## config.mk

```make
export PLATFORM = sky130hd
export DESIGN_NAME = dtq_cell
export DESIGN_NICKNAME = d
export VERILOG_FILES = /design/src/rtl/dtq_pkg.sv /design/src/rtl/dtq_cell.sv
export SDC_FILE = /design/constraint.sdc
export NUM_CORES = 1
export LEC_CHECK = 0
export BUFFER_PORTS_ARGS = -buffer_cell sky130_fd_sc_hd__buf_2
export CAP_MARGIN = 20
export CORE_AREA = 2 2 121 123
export DETAILED_ROUTE_END_ITERATION = 8
export DIE_AREA = 0 0 123 125
export PLACE_DENSITY = 0.74
export REMOVE_ABC_BUFFERS = 1
export SETUP_SLACK_MARGIN = 0.15
export SLEW_MARGIN = 5
export SYNTH_ARGS = -nofsm -noshare
export SYNTH_HDL_FRONTEND = slang
export SYNTH_SLANG_ARGS = --single-unit
```

## constraint.sdc

```tcl
create_clock -name clk -period 4.42 [get_ports clk]
set_input_delay 0.884 -clock clk [delete_from_list [all_inputs] [get_ports clk]]
set_output_delay 0.884 -clock clk [all_outputs]
set_load 0.01 [all_outputs]
```

## src/rtl/dtq_pkg.sv

```systemverilog
// dtq_pkg: shared types and constants for the deadline timer queue
// holds the beat structs, cell entry and control structs, and the op/status codes
// no dependencies
package dtq_pkg;

	localparam int TIME_BITS   = 48;
	localparam int TARGET_BITS = 16;
	localparam int MAX_RESULTS = 32;
	localparam int FIRE_BITS   = $clog2(MAX_RESULTS);

	// operation codes of an input beat
	typedef enum logic [2:0] {
		OP_SCHEDULE   = 3'd0,
		OP_CANCEL_ALL = 3'd1,
		OP_CANCEL_ONE = 3'd2,
		OP_RESCHEDULE = 3'd3,
		OP_TICK       = 3'd4
	} op_code_t;

	// status codes of a result beat
	typedef enum logic [2:0] {
		ST_OK         = 3'd0,
		ST_NOT_FOUND  = 3'd1,
		ST_FULL       = 3'd2,
		ST_FIRED      = 3'd3,
		ST_NOTHING    = 3'd4
	} status_t;

	typedef struct packed {
		logic [2:0]             operation;
		logic [TARGET_BITS-1:0] target;
		logic [TIME_BITS-1:0]   when;
		logic [TIME_BITS-1:0]   new_when;
	} op_item_t;

	typedef struct packed {
		logic [2:0]             status;
		logic [TARGET_BITS-1:0] fired_target;
		logic [TIME_BITS-1:0]   fired_time;
		logic                   last;
	} res_item_t;

	// one slot of the sorted table
	typedef struct packed {
		logic                   valid;
		logic [TIME_BITS-1:0]   due;
		logic [TARGET_BITS-1:0] owner;
	} entry_t;

	// what every cell does this cycle
	typedef enum logic [1:0] {
		CELL_HOLD   = 2'd0,
		CELL_INSERT = 2'd1,
		CELL_REMOVE = 2'd2
	} cell_op_t;

	typedef struct packed {
		cell_op_t               op;
		logic                   use_time;
		logic [TIME_BITS-1:0]   key_time;
		logic [TARGET_BITS-1:0] key_target;
	} cell_ctl_t;

	// controller states
	typedef enum logic [2:0] {
		S_IDLE,
		S_INSERT,
		S_CANCEL_ALL,
		S_CANCEL_ONE,
		S_RESCHED,
		S_RESCHED_INS,
		S_TICK,
		S_RESPOND
	} state_t;

endpackage

```

## src/rtl/dtq_cell.sv

```systemverilog
// dtq_cell: one slot of the sorted timer table
// shifts toward the tail on insert and toward the head on remove
// depends on dtq_pkg
module dtq_cell (
	input  logic              clk,
	input  logic              arst_n,
	input  dtq_pkg::cell_ctl_t ctl,
	input  dtq_pkg::entry_t   prev,
	input  logic              prev_gt,
	input  dtq_pkg::entry_t   next,
	input  logic              hit_in,
	output dtq_pkg::entry_t   entry,
	output logic              gt,
	output logic              hit_out
);
	import dtq_pkg::*;

	entry_t entry_q;
	entry_t entry_d;
	logic   match;
	logic   take_new;

	// compare against the broadcast key
	assign gt    = entry_q.valid && (entry_q.due > ctl.key_time);
	assign match = entry_q.valid && (entry_q.owner == ctl.key_target) &&
		(!ctl.use_time || (entry_q.due == ctl.key_time));
	assign hit_out = hit_in || match;

	// new entry lands in the first slot that is later or empty
	assign take_new = prev.valid && !prev_gt && (gt || !entry_q.valid);

	// next slot contents
	always_comb begin
		entry_d = entry_q;
		unique case (ctl.op)
			CELL_INSERT: begin
				if (prev_gt) begin
					entry_d = prev;
				end else if (take_new) begin
					entry_d.valid = 1'b1;
					entry_d.due   = ctl.key_time;
					entry_d.owner = ctl.key_target;
				end
			end
			CELL_REMOVE: begin
				if (hit_out) begin
					entry_d = next;
				end
			end
			default: begin
				entry_d = entry_q;
			end
		endcase
	end

	// slot register, only the valid bit is reset
	always_ff @(posedge clk or negedge arst_n) begin
		if (!arst_n) begin
			entry_q.valid <= 1'b0;
		end else begin
			entry_q <= entry_d;
		end
	end

	assign entry = entry_q;

endmodule

```

==> results.toml, run 1 <==
[synth]
count_of_state_elements_after_synthesis = 65
yosys_most_used_dff = "edfxtp_1"
postSynth.asyncResetShare = 0.01538
synth_cell_type_count = 42
synthTopCellsByArea = "edfxtp_1, mux2i_1, ha_1, o21ai_0, nand2_1"
syn_inst = 492
yosysSeqAreaShare = 0.4015
synth_largest_area_cell = "edfxtp_1"
yosysWarningCount = 0
synth_area_per_cell_sq_um = 9.854
synth_edf_count = 64
synth_largest_type_area_fraction = 0.3964
mappedNetlistArea_sq_um = 4848

[route]
ant_nets = 0
detail_route.wl_per_cell_microns = 14.20
route.vias.total = 4423
drt_iter0_drc = 177
post_drt_via_cell_ratio = 4.690
totalWireLength_mm = 13.39
route.detailed.drc = 0
drt-pass1-iter-count = 4

[power]
internal_power_mw = 1.465
combinational_share_of_power = 0.205
p_per_area_nw_per_um2 = 293.8
clkPwrFrac = 0.416
netSwitchingFraction = 0.2543
static-leakage-power_nw = 3.280
power_switching_mw = 0.4994
pwr-share-seq = 0.378
total_power_mw = 1.964
max-vdd-ir-drop_mv = 0.1849

[cells_and_area]
number_of_flip_flops_in_the_largest_register = 65
postLayoutCoreUtil = 0.4706
finish.cell_count_without_fillers = 943
layout.cell_area.non_filler_sq_um = 6684
area_delta_synth_final_pct = 37.86
drive_gt1_frac = 0.4003
layout.nets = 1001
final.fill_count = 1413

[floorplanning]
rows = 44
design.portCount = 268
core_region_area_sq_um = 14200
die_extent_in_x_microns = 123
floorplan.initialDensity = 0.3413
fp.dieArea_sq_um = 15380
dieHeight_microns = 125

[worst_setup_path]
setup.reg_to_reg.worst_slack_ns = 1.46
worst_ep_required_time_ns = 3.54
start_kind = "input port"
critPathArrivalTime_ns = 2.87
critPathMaxFanout = 3
critPathKind = "in2out"
end_kind = "output pin"

[sta]
fin_hold_viols = 0
rsz0062_at_grt = "no"
slew_headroom = 0.6001
final_min_period_over_clock_period = 0.8489
worst_slew_pin_slew_ns = 0.5998
totalNegativeSetupSlack_ns = 0
final-setup-viol-count = 0
clock_skew_ns = 0.01019
least_setup_slack_across_all_paths_after_layout_ns = 0.6677
worst_case_hold_slack_ns = 0.3306
finalMaxSlewViolations = 0
period_needed_ns = 3.752
fmax_mhz = 266.5

[global_routing]
grt_first_pass_wirelength_mm = 21.04
first_global_vias = 4521
gr-usage-all-layers = 0.1753
grt_remaining_overflow = 0
grt_max_degree = 71
initial_antenna_violation_count = 2

[clock_network]
cts_tree = "yes"
buffer_type_at_the_clock_tree_root = "clkbuf_16"
cts_buffer_depth = 2
clk_sinks = 65
post-cts-setup-buffers = 0
post_cts.resized_instances = 0
cts-hold-fix-buffers = 0
ctsHtreeMaxLevel = 3
clk_pin_slew_worst_paths_ns = 0.05
clk-insertion-delay-late_ns = 0.33
cts_buffers = 9

[min_path]
hp-class = "in2async"

[run]
cap_violations = 0

[placement]
detailed_place_hpwl_mm = 10.99
post_dp_cell_area_sq_um = 6344
numPlacedInstances = 925
post_placement_worst_setup_slack_ns = 0.6699
io_buffers = 267
gp_congestion = 0.7995

[run_status]
status = "complete, no violations"
==> final cells by class <==
type | count | area, sq um | area share
Antenna cell | 2 | 5.005 | 0.0007488
Multi-Input combinational cell | 352 | 2599 | 0.3888
Inverter | 53 | 198.9 | 0.02976
Sequential cell | 65 | 1947 | 0.2913
Clock inverter | 6 | 106.4 | 0.01591
Timing Repair Buffer | 271 | 1369 | 0.2048
Tap cell | 184 | 230.2 | 0.03444
Clock buffer | 10 | 229.0 | 0.03426
==> worst max-delay path, stage by stage <==
cell       delay (ns)
buf_2            0.09
inv_1            0.04
ha_1             0.33
nand4_2          0.17
a211oi_2         0.25
a2111oi_2        0.08
o31ai_2          0.32
o21ai_1          0.18
or2_1            0.27
nor2_1           0.10
buf_2            0.16
==> final timing paths <==
| kind | depth (start not counted) | end | from |
|---|---|---|---|
| worst min register to register | 3 | entry[64]$_DFFE_PN0P_ | entry[64]$_DFFE_PN0P_ |
| min in group clk | 3 | entry[64]$_DFFE_PN0P_ | entry[64]$_DFFE_PN0P_ |
| worst max-delay path | 11 | gt | ctl[55] |
| max in group asynchronous | 1 | entry[64]$_DFFE_PN0P_ | arst_n |
| worst max register to register | 9 | entry[33]$_DFFE_PP_ | entry[55]$_DFFE_PP_ |
| worst min-delay path | 1 | entry[64]$_DFFE_PN0P_ | arst_n |
==> Yosys cell counts (2+ instances only) <==
master / instances
ha_1: 48
buf_2: 2
clkbuf_1: 18
a221oi_1: 3
nand4_1: 8
a21oi_1: 19
a211oi_2: 3
and4_4: 2
nand2_1: 78
edfxtp_1: 64
xnor2_1: 16
nand4_2: 2
a41o_1: 2
o21ai_0: 71
and4_1: 2
mux2i_1: 65
nor2_1: 6
nand3_1: 6
inv_1: 53
o21ai_1: 2
==> power by group through the flow <==
| stage | sequential [mW] | clock, mW | combinational (mW) |
|---|---|---|---|
| floorplan | 0.770 | 0 | 0.195 |
| CTS | 0.744 | 0.840 | 0.410 |
| global placement | 0.754 | 0 | 0.401 |
| finish | 0.743 | 0.818 | 0.403 |
| global route | 0.748 | 0.862 | 0.458 |
| detailed placement | 0.756 | 0 | 0.408 |
==> placed cells by master (no fill, tap or decap), drive strengths merged, types with 3 or more instances in the layout <==
cell type	synthesis	final
buf	3	271
nand2	78	78
o21ai	73	73
mux2i	65	65
edfxtp	64	64
inv	53	53
ha	48	48
a21oi	19	19
xnor2	16	16
nand4	11	11
clkbuf	19	10
nand3	6	6
nor2	6	6
and4	5	5
a221oi	3	3
a211oi	3	3
bufinv	0	3
==> cell families (layout without fill, tap and decap cells) <==
logic type	count (synthesis)	in the layout	synth area share
buffers and inverters	75	340	0.06297
adder cells (fa/ha/maj)	48	48	0.1239
AND/OR/NAND/NOR	116	116	0.1203
AO/OA/AOI/OAI	107	107	0.1283
XOR/XNOR	16	16	0.02890
flip-flops	65	65	0.4015
multiplexers	65	65	0.1342
other	0	2	0
==> routing by layer <==
metal / part of all wire / GRT usage / vias up
li1: - / - / 2289
met5: 0 / 0 / -
met3: 0.074 / 0.05703 / 8
met2: 0.50 / 0.3104 / 148
met1: 0.42 / 0.2036 / 1978
met4: 0.0083 / 0.04078 / 0
Note: power is estimated with default switching activity, not from simulation.
==> run 2: changes to the inputs <==
Settings changed: ABC_AREA from default to 1, CORE_AREA 2 2 121 123 to 2 2 122 124, DIE_AREA 0 0 123 125 to 0 0 124 126, PLACE_DENSITY 0.74 to 0.73.
Clock period 4.42 ns to 3.7 ns, I/O delays scaled along.
==> run 2 against run 1 <==
Largest cell class unchanged. Clock skew fell by 0.0028 ns. First-iteration DRC count rose by 0.56%. Clock power barely moved. Synthesized cell count rose by 29%. Count of clock-buffer cells in the layout rose by 1. Critical path depth rose by 3. Final area rose by 0.11%. Global-route usage rose by 2.2 points. Sequential cell count did not move. Cell count rose by 15%. Sequential share of layout area barely moved.
==> results.toml, run 2 <==
[cells_and_area]
final_cell_mix = "buf_2, a21oi_1, nand2_1"
final.fill_count = 1505
number_of_flip_flops_in_the_largest_register = 65
regArea_sq_um = 1947
final_common_cell = "buf_2"
area_delta_synth_final_pct = 37.13
layout.cell_area.non_filler_sq_um = 6691
drive_gt1_frac = 0.3501
multiInputGateArea_sq_um = 2539
layout.nets = 1141

[floorplanning]
floorplan.initialDensity = 0.3409
design.portCount = 268
rows = 44
die_extent_in_x_microns = 124
dieHeight_microns = 126
fp.dieArea_sq_um = 15620
core_region_area_sq_um = 14310

[sta]
period_needed_ns = 3.030
final_min_period_over_clock_period = 0.8188
final-setup-viol-count = 0
slew_headroom = 0.5150
fin_hold_viols = 0
fmax_mhz = 330.1
clock_skew_ns = 0.007428
finalMaxSlewViolations = 0
rsz0062_at_grt = "no"
worst_slew_pin_slew_ns = 0.7276

[global_routing]
grt_first_pass_wirelength_mm = 23.83
grt.met2_usage = 0.3348
grt_max_degree = 65
met3_usage = 0.05254
first_global_vias = 5012
grt.met1_usage = 0.2346
grt_remaining_overflow = 0
gr-usage-all-layers = 0.1974
initial_antenna_violation_count = 1
global_routing_s_busiest_layer = "met2"

[synth]
synth_largest_type_area_fraction = 0.3938
synth.most_common_cell = "a21oi_1"
synth_edf_count = 64
postSynth.asyncResetShare = 0.01538
post_synth_most_frequent_cells = "a21oi_1, nand2_1, nor2_1, inv_1, edfxtp_1"
synth_largest_area_cell = "edfxtp_1"
yosysSeqAreaShare = 0.3990
mappedNetlistArea_sq_um = 4880
synth_cell_type_count = 30
synth_area_per_cell_sq_um = 7.685
count_of_state_elements_after_synthesis = 65
yosys_most_used_dff = "edfxtp_1"
syn_inst = 635
synthTopCellsByArea = "edfxtp_1, a21oi_1, ha_1, nand2_1, nor2_1"
yosysWarningCount = 0

[power]
p_per_area_nw_per_um2 = 329.6
power_switching_mw = 0.6105
clkPwrFrac = 0.372
combinational_share_of_power = 0.226
total_power_mw = 2.206
netSwitchingFraction = 0.2768
internal_power_mw = 1.595
static-leakage-power_nw = 3.419
max-vdd-ir-drop_mv = 0.2558
pwr-share-seq = 0.401

[clock_network]
post_cts.resized_instances = 0
clk-insertion-delay-late_ns = 0.33
cts_tree = "yes"
cts_buffer_depth = 2
buffer_type_at_the_clock_tree_root = "clkbuf_16"
ctsHtreeMaxLevel = 3
post-cts-setup-buffers = 0
cts_buffers = 9
clk_pin_slew_worst_paths_ns = 0.05
clk_sinks = 65
cts-hold-fix-buffers = 0

[worst_setup_path]
worst_ep_required_time_ns = 2.96
critPathKind = "in2out"
critPathMaxFanout = 3
start_kind = "input port"
setup.reg_to_reg.worst_slack_ns = 1.14
critPathArrivalTime_ns = 2.29
end_kind = "output pin"
ff2ff_path_depth = 16
worstReg2RegEnd = "entry[8]$_DFFE_PP_"
regToRegStartpoint = "entry[39]$_DFFE_PP_"

[placement]
io_buffers = 267
detailed_place_hpwl_mm = 11.64
gp_congestion = 0.7996
post_dp_cell_area_sq_um = 6410

[run_status]
status = "complete, no violations"

[route]
drt_iter0_drc = 178
route.vias.total = 5141
totalWireLength_mm = 15.23
detail_route.wl_per_cell_microns = 14.07
post_drt_via_cell_ratio = 4.751
drt-pass1-iter-count = 4
ant_nets = 0
route.detailed.drc = 0

[run]
cap_violations = 0

[min_path]
hp-class = "in2async"
[run 2: cell count changes in the layout (fill, tap and decap cells not counted), sizes merged, moves of 3 or more]
| cell | previous run | this run |
|---|---|---|
| xnor2 | 16 | 2 |
| inv | 53 | 80 |
| nand2 | 78 | 146 |
| mux2i | 65 | 0 |
| nand4 | 11 | 4 |
| nor3 | 1 | 6 |
| nor2 | 6 | 82 |
| a21oi | 19 | 149 |
| o22ai | 0 | 3 |
| a221oi | 3 | 0 |
| and4 | 5 | 0 |
| o21ai | 73 | 4 |
| xor2 | 0 | 6 |
| a211oi | 3 | 0 |
[run 2: worst max path at each step]
stage | to | start | slack [ns] | cells past startpoint
floorplan | entry[0]$_DFFE_PP_ | ctl[66] | -2.68 | 6
global placement | entry[43]$_DFFE_PP_ | ctl[63] | 0.69 | 18
detailed placement | entry[16]$_DFFE_PP_ | ctl[39] | 0.67 | 18
CTS | gt | ctl[63] | 0.69 | 14
global route | gt | ctl[39] | 0.47 | 14
finish | gt | ctl[63] | 0.67 | 14
[run 2: final cells by class]
class,instances,share of cell area
Clock inverter,5,0.006918
Inverter,80,0.04488
Sequential cell,65,0.2910
Tap cell,184,0.03441
Clock buffer,11,0.03478
Timing Repair Buffer,273,0.2083
Antenna cell,1,0.0003740
Multi-Input combinational cell,463,0.3794
[run 2: metal layers]
layer  vias up  share of wire
met1      2296           0.43
li1       2628              -
met4         0          0.027
met5         -              0
met2       187           0.47
met3        30          0.073
[run 2: kinds of logic after synthesis]
family          synth area share
buf+inv                  0.08385
compound gates            0.1672
fa+ha+maj                 0.1231
xor+xnor                 0.01436
flops                     0.3990
simple gates              0.2126
[run 2: through the flow]
stage / utilization / TNS [ns] / cells / worst slack, ns / hold slack (ns)
2_1_floorplan: - / -224.69 / 608 / -2.682 / 0.4444
4_1_cts: 0.4673 / 0 / 1081 / 0.6867 / 0.1701
5_1_grt: 0.4675 / 0 / 1082 / 0.4695 / 0.1737
3_5_place_dp: 0.4478 / 0 / 1065 / 0.6719 / 0.5260
3_3_place_gp: 0.4478 / 0 / 1065 / 0.6851 / 0.5233
6_report: 0.4675 / 0 / 1082 / 0.6704 / 0.1872
[run 2: worst max-delay path, cell delays in order]
cell	delay, ns
buf_2	0.09
inv_1	0.04
ha_1	0.29
nand2_1	0.08
nor2_2	0.16
nand2_2	0.10
nor2_2	0.12
inv_1	0.04
nor2_1	0.08
nand2_1	0.07
nand3_1	0.07
nand2_1	0.09
nor2_1	0.16
buf_2	0.16
[run 2: power by group through the flow]
stage          logic (mW)  registers [mW]  clock network (mW)
2_1_floorplan       0.247           0.918                   0
3_3_place_gp        0.496           0.899                   0
3_5_place_dp        0.502           0.900                   0
4_1_cts             0.506           0.885               0.847
5_1_grt             0.575           0.889               0.879
6_report            0.500           0.885               0.821
